==> src/rtl/lzw_byte_encoder_unit_defines.svh <==
// Assertion macros for the LZW byte encoder.
`ifndef LZW_BYTE_ENCODER_UNIT_DEFINES_SVH
`define LZW_BYTE_ENCODER_UNIT_DEFINES_SVH
`ifndef ASSERT_OFF
`define LBE_ASSERT(lbl, prop, msg) \
	lbl: assert property (@(posedge clk) disable iff (!arst_n) (prop)) else $error(msg);
`define LBE_ASSERT_NEXT(lbl, ante, cons, msg) \
	lbl: assert property (@(posedge clk) disable iff (!arst_n) (ante) |=> (cons)) else $error(msg);
`else
`define LBE_ASSERT(lbl, prop, msg)
`define LBE_ASSERT_NEXT(lbl, ante, cons, msg)
`endif
`endif

==> src/rtl/lbe_fifo.sv <==
// ----------------------------------------------------------------------------
// lbe_fifo
// Two-entry queue that decouples a producer from a consumer.
// ----------------------------------------------------------------------------
module lbe_fifo #(
	parameter int W = 8
) (
	input  logic         clk,
	input  logic         arst_n,
	input  logic         push_valid,
	output logic         push_stall,
	input  logic [W-1:0] push_data,
	output logic         pop_valid,
	input  logic         pop_stall,
	output logic [W-1:0] pop_data
);
	logic [W-1:0] mem_q [2];
	logic         wr_q;
	logic         rd_q;
	logic [1:0]   cnt_q;
	logic         push;
	logic         pop;

	assign push_stall = (cnt_q == 2'd2);
	assign pop_valid  = (cnt_q != 2'd0);
	assign pop_data   = mem_q[rd_q];
	assign push       = push_valid && !push_stall;
	assign pop        = pop_valid && !pop_stall;

	always_ff @(posedge clk) begin
		if (push) begin
			mem_q[wr_q] <= push_data;
		end
	end

	always_ff @(posedge clk or negedge arst_n) begin
		if (!arst_n) begin
			wr_q  <= 1'b0;
			rd_q  <= 1'b0;
			cnt_q <= 2'd0;
		end else begin
			if (push) begin
				wr_q <= ~wr_q;
			end
			if (pop) begin
				rd_q <= ~rd_q;
			end
			cnt_q <= cnt_q + 2'(push) - 2'(pop);
		end
	end
endmodule

==> config.mk <==
export PLATFORM = sky130hd
export DESIGN_NAME = lbe_fifo
export DESIGN_NICKNAME = d
export VERILOG_FILES = /design/src/rtl/lzw_byte_encoder_unit_defines.svh /design/src/rtl/lbe_fifo.sv
export SDC_FILE = /design/constraint.sdc
export NUM_CORES = 1
export LEC_CHECK = 0
export BUFFER_PORTS_ARGS = -buffer_cell sky130_fd_sc_hd__buf_2
export CAP_MARGIN = 15
export CORE_UTILIZATION = 48
export DETAILED_ROUTE_END_ITERATION = 10
export HOLD_SLACK_MARGIN = 0.06
export PLACE_DENSITY = 0.74
export SETUP_SLACK_MARGIN = 0.02
export SYNTH_ARGS = -nofsm -noshare
export SYNTH_HDL_FRONTEND = slang
export SYNTH_SLANG_ARGS = --single-unit
==> constraint.sdc <==
create_clock -name clk -period 2.2 [get_ports clk]
set_clock_uncertainty 0.2 [all_clocks]
set_input_delay 0.55 -clock clk [delete_from_list [all_inputs] [get_ports clk]]
set_output_delay 0.55 -clock clk [all_outputs]
set_load 0.1 [all_outputs]
Yosys cells after proc, flatten, opt, wreduce, memory -nomap -nowiden --
Memory sizes are Yosys's and may differ from the RTL's. Cells that the tools add are included.
Storage, ports and cells: bits in registers 4, latch bits 0, bits in writable memories 16, ROM bits 0, bits of input ports 12, output and inout port bits 10, word-level logic and storage cells 16, memories 1
Operators by class: add/sub/neg operators 2, multipliers 0, div/mod/pow operators 0, order comparisons 0, equality and inequality tests 1, shifts and indexed selects 0, multiplexer cells 2, bitwise logic cells 2, reduce and logical (&&, ||, !) cells 5
Memories:
- mem_q | words 2, width 8, read ports 1, clocked after Yosys merged registers in 0, wr ports 1, RTL line lbe_fifo.sv:17 | logic [W-1:0] mem_q [2];
Operators with widths (number):
- $add A2 B1 Y2 | 1
- $eq A2 B2 Y1 const B | 1
- $logic_and A1 B1 Y1 | 2
- $logic_not A1 Y1 | 2
- $mux W1 | 2
- $not A1 Y1 | 2
- $reduce_bool A2 Y1 | 1
- $sub A2 B1 Y2 | 1

Depth between registers and ports, before layout --
Gate-level depths: netlist of the first run.
word-level depth 5, depth in mapped cells 7, gate-level depth less buffers 7

Worst setup path before layout of the first run --
Ideal clock, no wire load.
path type register -> register, start point register cnt_q[1], end point register cnt_q[1], library setup time 0.123 ns, arrival 1.644 ns, required time 1.877 ns, path slack 0.233 ns, cell stages (with the launch flop) 8, buffers on the path 0, period minus slack after synthesis 1.967 ns, cells stage by stage dfrtp_1 -> or2_4 -> nor2b_4 -> ha_1 -> inv_1 -> ha_1 -> xnor2_1 -> xnor2_1
Between the ends: elaborated cells on any way between the ends 7, those cells by class add/sub: 2; eq/ne: 1; reduce/logical: 4
RTL lines:
- from (decl) | RTL line lbe_fifo.sv:20 | logic [1:0] cnt_q;
- from (signal assigned) | RTL line lbe_fifo.sv:48 | cnt_q <= cnt_q + 2'(push) - 2'(pop);
- $reduce_bool A2 Y1 | RTL line lbe_fifo.sv:25 | assign pop_valid = (cnt_q != 2'd0);
- net pop_valid | RTL line lbe_fifo.sv:13 | output logic pop_valid,
- $logic_and A1 B1 Y1 | RTL line lbe_fifo.sv:28 | assign pop = pop_valid && !pop_stall;
- net pop | RTL line lbe_fifo.sv:22 | logic pop;
- $sub A2 B1 Y2 | RTL line lbe_fifo.sv:48
The timed path passes the listed nets, and every way through them passes these cells. A chain may end at the register's enable or synchronous reset.

Worst setup path in the final report of the first run --
start point register rd_q, end point output port pop_data[7]
Between the ends: cells in the longest elaborated chain, start to end 1
RTL lines:
- from (decl) | RTL line lbe_fifo.sv:19 | logic rd_q;
- from (signal assigned) | RTL line lbe_fifo.sv:46 | rd_q <= ~rd_q;
- $mem_v2 Z2 W8
- to (decl) | RTL line lbe_fifo.sv:15 | output logic [W-1:0] pop_data
No other way between the ends.

==> impl_metrics.tcl, run 1 <==
set metrics [dict create \
    status "completed" \
    ys_seq_area_frac 0.7389 \
    num_rows 14 \
    end_kind "output pin" \
    htree_levels 1 \
    yosysUniqueCellTypes 14 \
    slew_headroom 0.6779 \
    setup_tns_ns 0 \
    post-cts-setup-buffers 0 \
    die_h_um 42.46 \
    core_um2 1524 \
    insertion_delay_ns 0.28 \
    grt_pass1_vias 430 \
    path_max_fanout 9 \
    crit_chain "mux2_2, buf_4" \
    drive_above_1_share 0.5217 \
    finalMaxSlewViolations 0 \
    cpLargestDelayFamily "flip-flops" \
    synthCells 43 \
    synth_warnings 0 \
    synth_area_um2 785.8 \
    nets 84 \
    numClockSinks 20 \
    yosys_register_bits 20 \
    grt_overflow 0 \
    grt_first_pass_wirelength_mm 1.752 \
    gp_congestion 0.6102 \
    dr_total_vias 414 \
    ant_nets 0 \
    worst_slew_pin_slew_ns 0.4864 \
    numCtsBuffers 3 \
    hp-class "primary input to flop" \
    maxCapViolCount 0 \
    grt_max_degree 12 \
    antenna_found_initial 0 \
    crit_buf_inv 1 \
    pin_count 22 \
    worstSetupStartpointType "flop" \
    slowest_delay_ns 0.50 \
    setup_ws_ns 0.06884 \
    grtUsageTotal 0.1334 \
    wl_mm 1.060 \
    port_buffers 21 \
    clk_pin_slew_worst_paths_ns 0.11 \
    wl_per_cell_um 12.47 \
    synthToLayoutAreaGrowth_pct 23.57 \
    num-fill-cells 111 \
    syn_nets 57 \
    fmax_ghz 0.4692 \
    place_ws_ns 0.2045 \
    syn_area_per_cell_um2 18.27 \
    slowest_stage "dfrtp_2" \
    cp.required_ns 1.45 \
    start_util 0.5156 \
    drtIter0Drc 3 \
    worstPathArrival_ns 1.38 \
    critPathKind "flop to output pin" \
    rsz0062_at_grt "true" \
    cts-root-buf "clkbuf_4" \
    vias_per_cell 4.871 \
    die_w_um 42.46 \
    finalHoldViolCount 0 \
    drt-pass1-iter-count 3 \
    diodes 0 \
    final-setup-viol-count 0 \
    finalCritPeriodShare 0.9687 \
    cts_tree "yes" \
    clockBufferDepth 2 \
    drc 0 \
    min_period_ns 2.131 \
    dieArea_um2 1803 \
]
==> layout by cell type (no fill, tap or decap), drive strengths merged <==
cell type / netlist / layout
ha: 2 / 2
buf: 1 / 22
nor2: 1 / 1
xor2: 1 / 1
dfrtp: 4 / 4
inv: 2 / 2
xnor2: 3 / 3
dlygate4sd3: 0 / 1
or2: 1 / 1
mux2: 8 / 8
nor2b: 1 / 1
edfxtp: 16 / 16
nand2b: 1 / 1
nand2: 1 / 1
clkbuf: 0 / 4
and3: 1 / 1
==> sequential cells by signal (all words and copies together), names as in the netlist <==
name   cells
cnt_q      2
rd_q       1
mem_q     16
wr_q       1
==> layout make-up <==
| cell class | count | area [µm²] | area share |
|---|---|---|---|
| multi-input cells | 20 | 192.7 | 0.1985 |
| clock buffers | 4 | 26.28 | 0.02706 |
| repair buffers | 23 | 142.6 | 0.1469 |
| well taps | 16 | 20.02 | 0.02062 |
| flip-flops and latches | 20 | 581.8 | 0.5992 |
| inverters | 2 | 7.507 | 0.007732 |
==> through the flow <==
step | util | cell area (µm²) | instances | hold WS (ns)
after floorplan | - | 785.8 | 43 | 0.05441
after detailed placement | 0.5993 | 913.4 | 80 | 0.1593
after global placement | 0.5993 | 913.4 | 80 | 0.1633
after CTS | 0.6371 | 970.9 | 85 | 0.2374
final | 0.6371 | 970.9 | 85 | 0.2435
after global routing | 0.6371 | 970.9 | 85 | 0.2274
==> repair_timing <==
action,CTS,global route
cloned,0,0
hold buffers,1,0
endpoints found under the hold margin,4,0
gates resized for setup,9,0
setup endpoints to repair,8,4
pin swaps,0,0
==> cells in the mapped netlist <==
cell type / n / area, µm²
and3_1: 1 / 6.260
buf_2: 1 / 5.000
dfrtp_1: 4 / 100.1
edfxtp_1: 16 / 480.5
ha_1: 2 / 25.02
inv_1: 2 / 7.510
mux2_2: 8 / 90.09
nand2_1: 1 / 3.750
nand2b_1: 1 / 6.260
nor2_1: 1 / 3.750
nor2b_4: 1 / 13.76
or2_4: 1 / 8.760
xnor2_1: 3 / 26.28
xor2_1: 1 / 8.760
==> final timing paths <==
path,startpoint,end,slack (ns),cells after the start
max,rd_q$_DFFE_PN0P_,pop_data[7],0.07,2
min,push_data[5],mem_q[0][5]$_DFFE_PP_,0.24,1
max reg2reg,cnt_q[1]$_DFF_PN0_,cnt_q[1]$_DFF_PN0_,0.32,7
min reg2reg,wr_q$_DFFE_PN0N_,wr_q$_DFFE_PN0N_,0.32,1
max in group asynchronous,arst_n,rd_q$_DFFE_PN0P_,1.27,2
min in group asynchronous,arst_n,cnt_q[0]$_DFF_PN0_,0.40,2
==> logic make-up (layout without fill, tap and decap cells) <==
family	Yosys count	after routing	synth area share
xor gates and xnor gates	4	4	0.04459
adders and majority gates	2	2	0.03184
buffers and inverters	3	29	0.01592
muxes	8	8	0.1147
and+or+nand+nor	6	6	0.05414
DFF	20	20	0.7389
==> metal layers <==
| metal | global-route usage | wire length (µm) | up-vias | part of all wire |
|---|---|---|---|---|
| li1 | - | - | 207 | - |
| met1 | 0.1647 | 490 | 194 | 0.46 |
| met2 | 0.2277 | 530 | 11 | 0.50 |
| met3 | 0.02586 | 33 | 2 | 0.031 |
| met4 | 0.05625 | 6 | 0 | 0.0057 |
| met5 | 0 | 0 | - | 0 |
Power of run 1 is left out: the tool's default activity adds up to more than one toggle a clock period on the data nets, which glitch-free logic cannot reach.
==> run 2, diff against run 1 <==
Settings changed: GPL_TIMING_DRIVEN from default to 0.
==> impl_metrics.tcl, run 2 (synthesized netlist as in run 1, its figures left out) <==
set metrics [dict create \
    status "completed" \
    numCtsBuffers 3 \
    largest_register_ff_count 16 \
    min_period_ns 2.113 \
    rsz0062_at_grt "false" \
    grt_overflow 0 \
    fmax_ghz 0.4733 \
    wl_mm 1.062 \
    dp_hpwl_um 796 \
    core_um2 1524 \
    cts_tree "yes" \
    pin_count 22 \
    setup_tns_ns 0 \
    dieArea_um2 1803 \
    drc 0 \
    post-cts-setup-buffers 0 \
    reg2reg_from "cnt_q[1]$_DFF_PN0_" \
    hp-class "primary input to flop" \
    finalCritPeriodShare 0.9605 \
    gp_congestion 0.6714 \
    worst_r2r_path_depth 7 \
    vias_per_cell 5.035 \
    drtIter0Drc 1 \
    end_kind "output pin" \
    placed_cells 80 \
    holdPathStages 1 \
    cts-root-buf "clkbuf_4" \
    wl_per_cell_um 12.49 \
    cp.required_ns 1.45 \
    die_h_um 42.46 \
    die_w_um 42.46 \
    grt_max_degree 12 \
    finalHoldViolCount 0 \
    port_buffers 21 \
    maxCapViolCount 0 \
    synthToLayoutAreaGrowth_pct 24.20 \
    grtUsageTotal 0.1536 \
    min-delay-start "push_data[1]" \
    clockBufferDepth 2 \
    final-setup-viol-count 0 \
    dr_total_vias 428 \
    worst_slew_pin_slew_ns 0.6487 \
    num_rows 14 \
    worstPathArrival_ns 1.36 \
    diodes 0 \
    start_util 0.5156 \
    r2r_setup_slack_ns 0.34 \
    clk_pin_slew_worst_paths_ns 0.10 \
    grt_pass1_vias 464 \
    final_common_cell "edfxtp_1" \
    whs_endpoint "mem_q[1][1]$_DFFE_PP_" \
    ant_nets 0 \
    drt-pass1-iter-count 2 \
    final_cell_mix "edfxtp_1, buf_2, buf_4, mux2_2" \
    instances_no_fill 85 \
    drive_above_1_share 0.5072 \
    worstReg2RegEnd "cnt_q[1]$_DFF_PN0_" \
    worstSetupStartpointType "flop" \
    insertion_delay_ns 0.28 \
    finalMaxSlewViolations 0 \
    num-fill-cells 117 \
    critPathKind "flop to output pin" \
    slew_headroom 0.5659 \
    numClockSinks 20 \
    register_area_um2 580.6 \
    grt_first_pass_wirelength_mm 1.932 \
    antenna_found_initial 0 \
    reg.largest.list "mem_q (16), cnt_q (2)" \
    path_max_fanout 9 \
    nets 84 \
    multi_input_area_um2 192.7 \
    htree_levels 1 \
    top_register "mem_q" \
]
run 2: cell types whose count changed in the layout (fill, tap and decap cells not counted), sizes merged:
cell / previous run / this run
clkbuf: 4 / 5
buf: 22 / 21
run 2: metrics by stage:
stage | setup slack [ns] | hold slack, ns | utilization | instance area [µm²]
6_report | 0.08698 | 0.2428 | 0.6404 | 975.9
5_1_grt | 0.03164 | 0.2232 | 0.6404 | 975.9
4_1_cts | 0.05845 | 0.2305 | 0.6363 | 969.7
3_5_place_dp | 0.2644 | 0.1605 | 0.5977 | 910.9
3_3_place_gp | 0.2674 | 0.1612 | 0.5977 | 910.9
2_1_floorplan | 0.2331 | 0.05441 | - | 785.8
run 2: what timing repair did:
| action | 4_1_cts | 5_1_grt |
|---|---|---|
| endpoints found under the hold margin | 4 | 0 |
| setup endpoints to repair | 8 | 2 |
| hold buffers | 1 | 0 |
| resized for setup | 9 | 2 |
run 2: critical path: stages, from the launching register on:
cell	delay (ns)
dfrtp_1	0.33
buf_4	0.17
mux2_2	0.35
buf_4	0.23
run 2: area by class of cell:
cell class              count  area share
flip-flops and latches     20      0.5949
multi-input cells          20      0.1974
repair buffers             22      0.1449
clock buffers               4     0.02692
well taps                  16     0.02051
plain buffers               1    0.007692
inverters                   2    0.007692
run 2: routing by layer:
layer,GRT usage,share of wire,vias to the layer above,wire length [µm]
li1,-,-,208,-
met1,0.1794,0.39,207,414
met2,0.2708,0.57,11,603
met3,0.02586,0.033,2,35
met4,0.07500,0.0075,0,8
met5,0,0,-,0
run 2: worst max-delay path by stage:
stage	start	to	slack, ns
2_1_floorplan	cnt_q[1]$_DFF_PN0_	cnt_q[1]$_DFF_PN0_	0.23
3_3_place_gp	rd_q$_DFFE_PN0P_	pop_data[7]	0.27
3_5_place_dp	rd_q$_DFFE_PN0P_	pop_data[0]	0.26
4_1_cts	rd_q$_DFFE_PN0P_	pop_data[0]	0.06
5_1_grt	rd_q$_DFFE_PN0P_	pop_data[6]	0.03
6_report	rd_q$_DFFE_PN0P_	pop_data[7]	0.09
Power of run 2 is left out for the same reason.
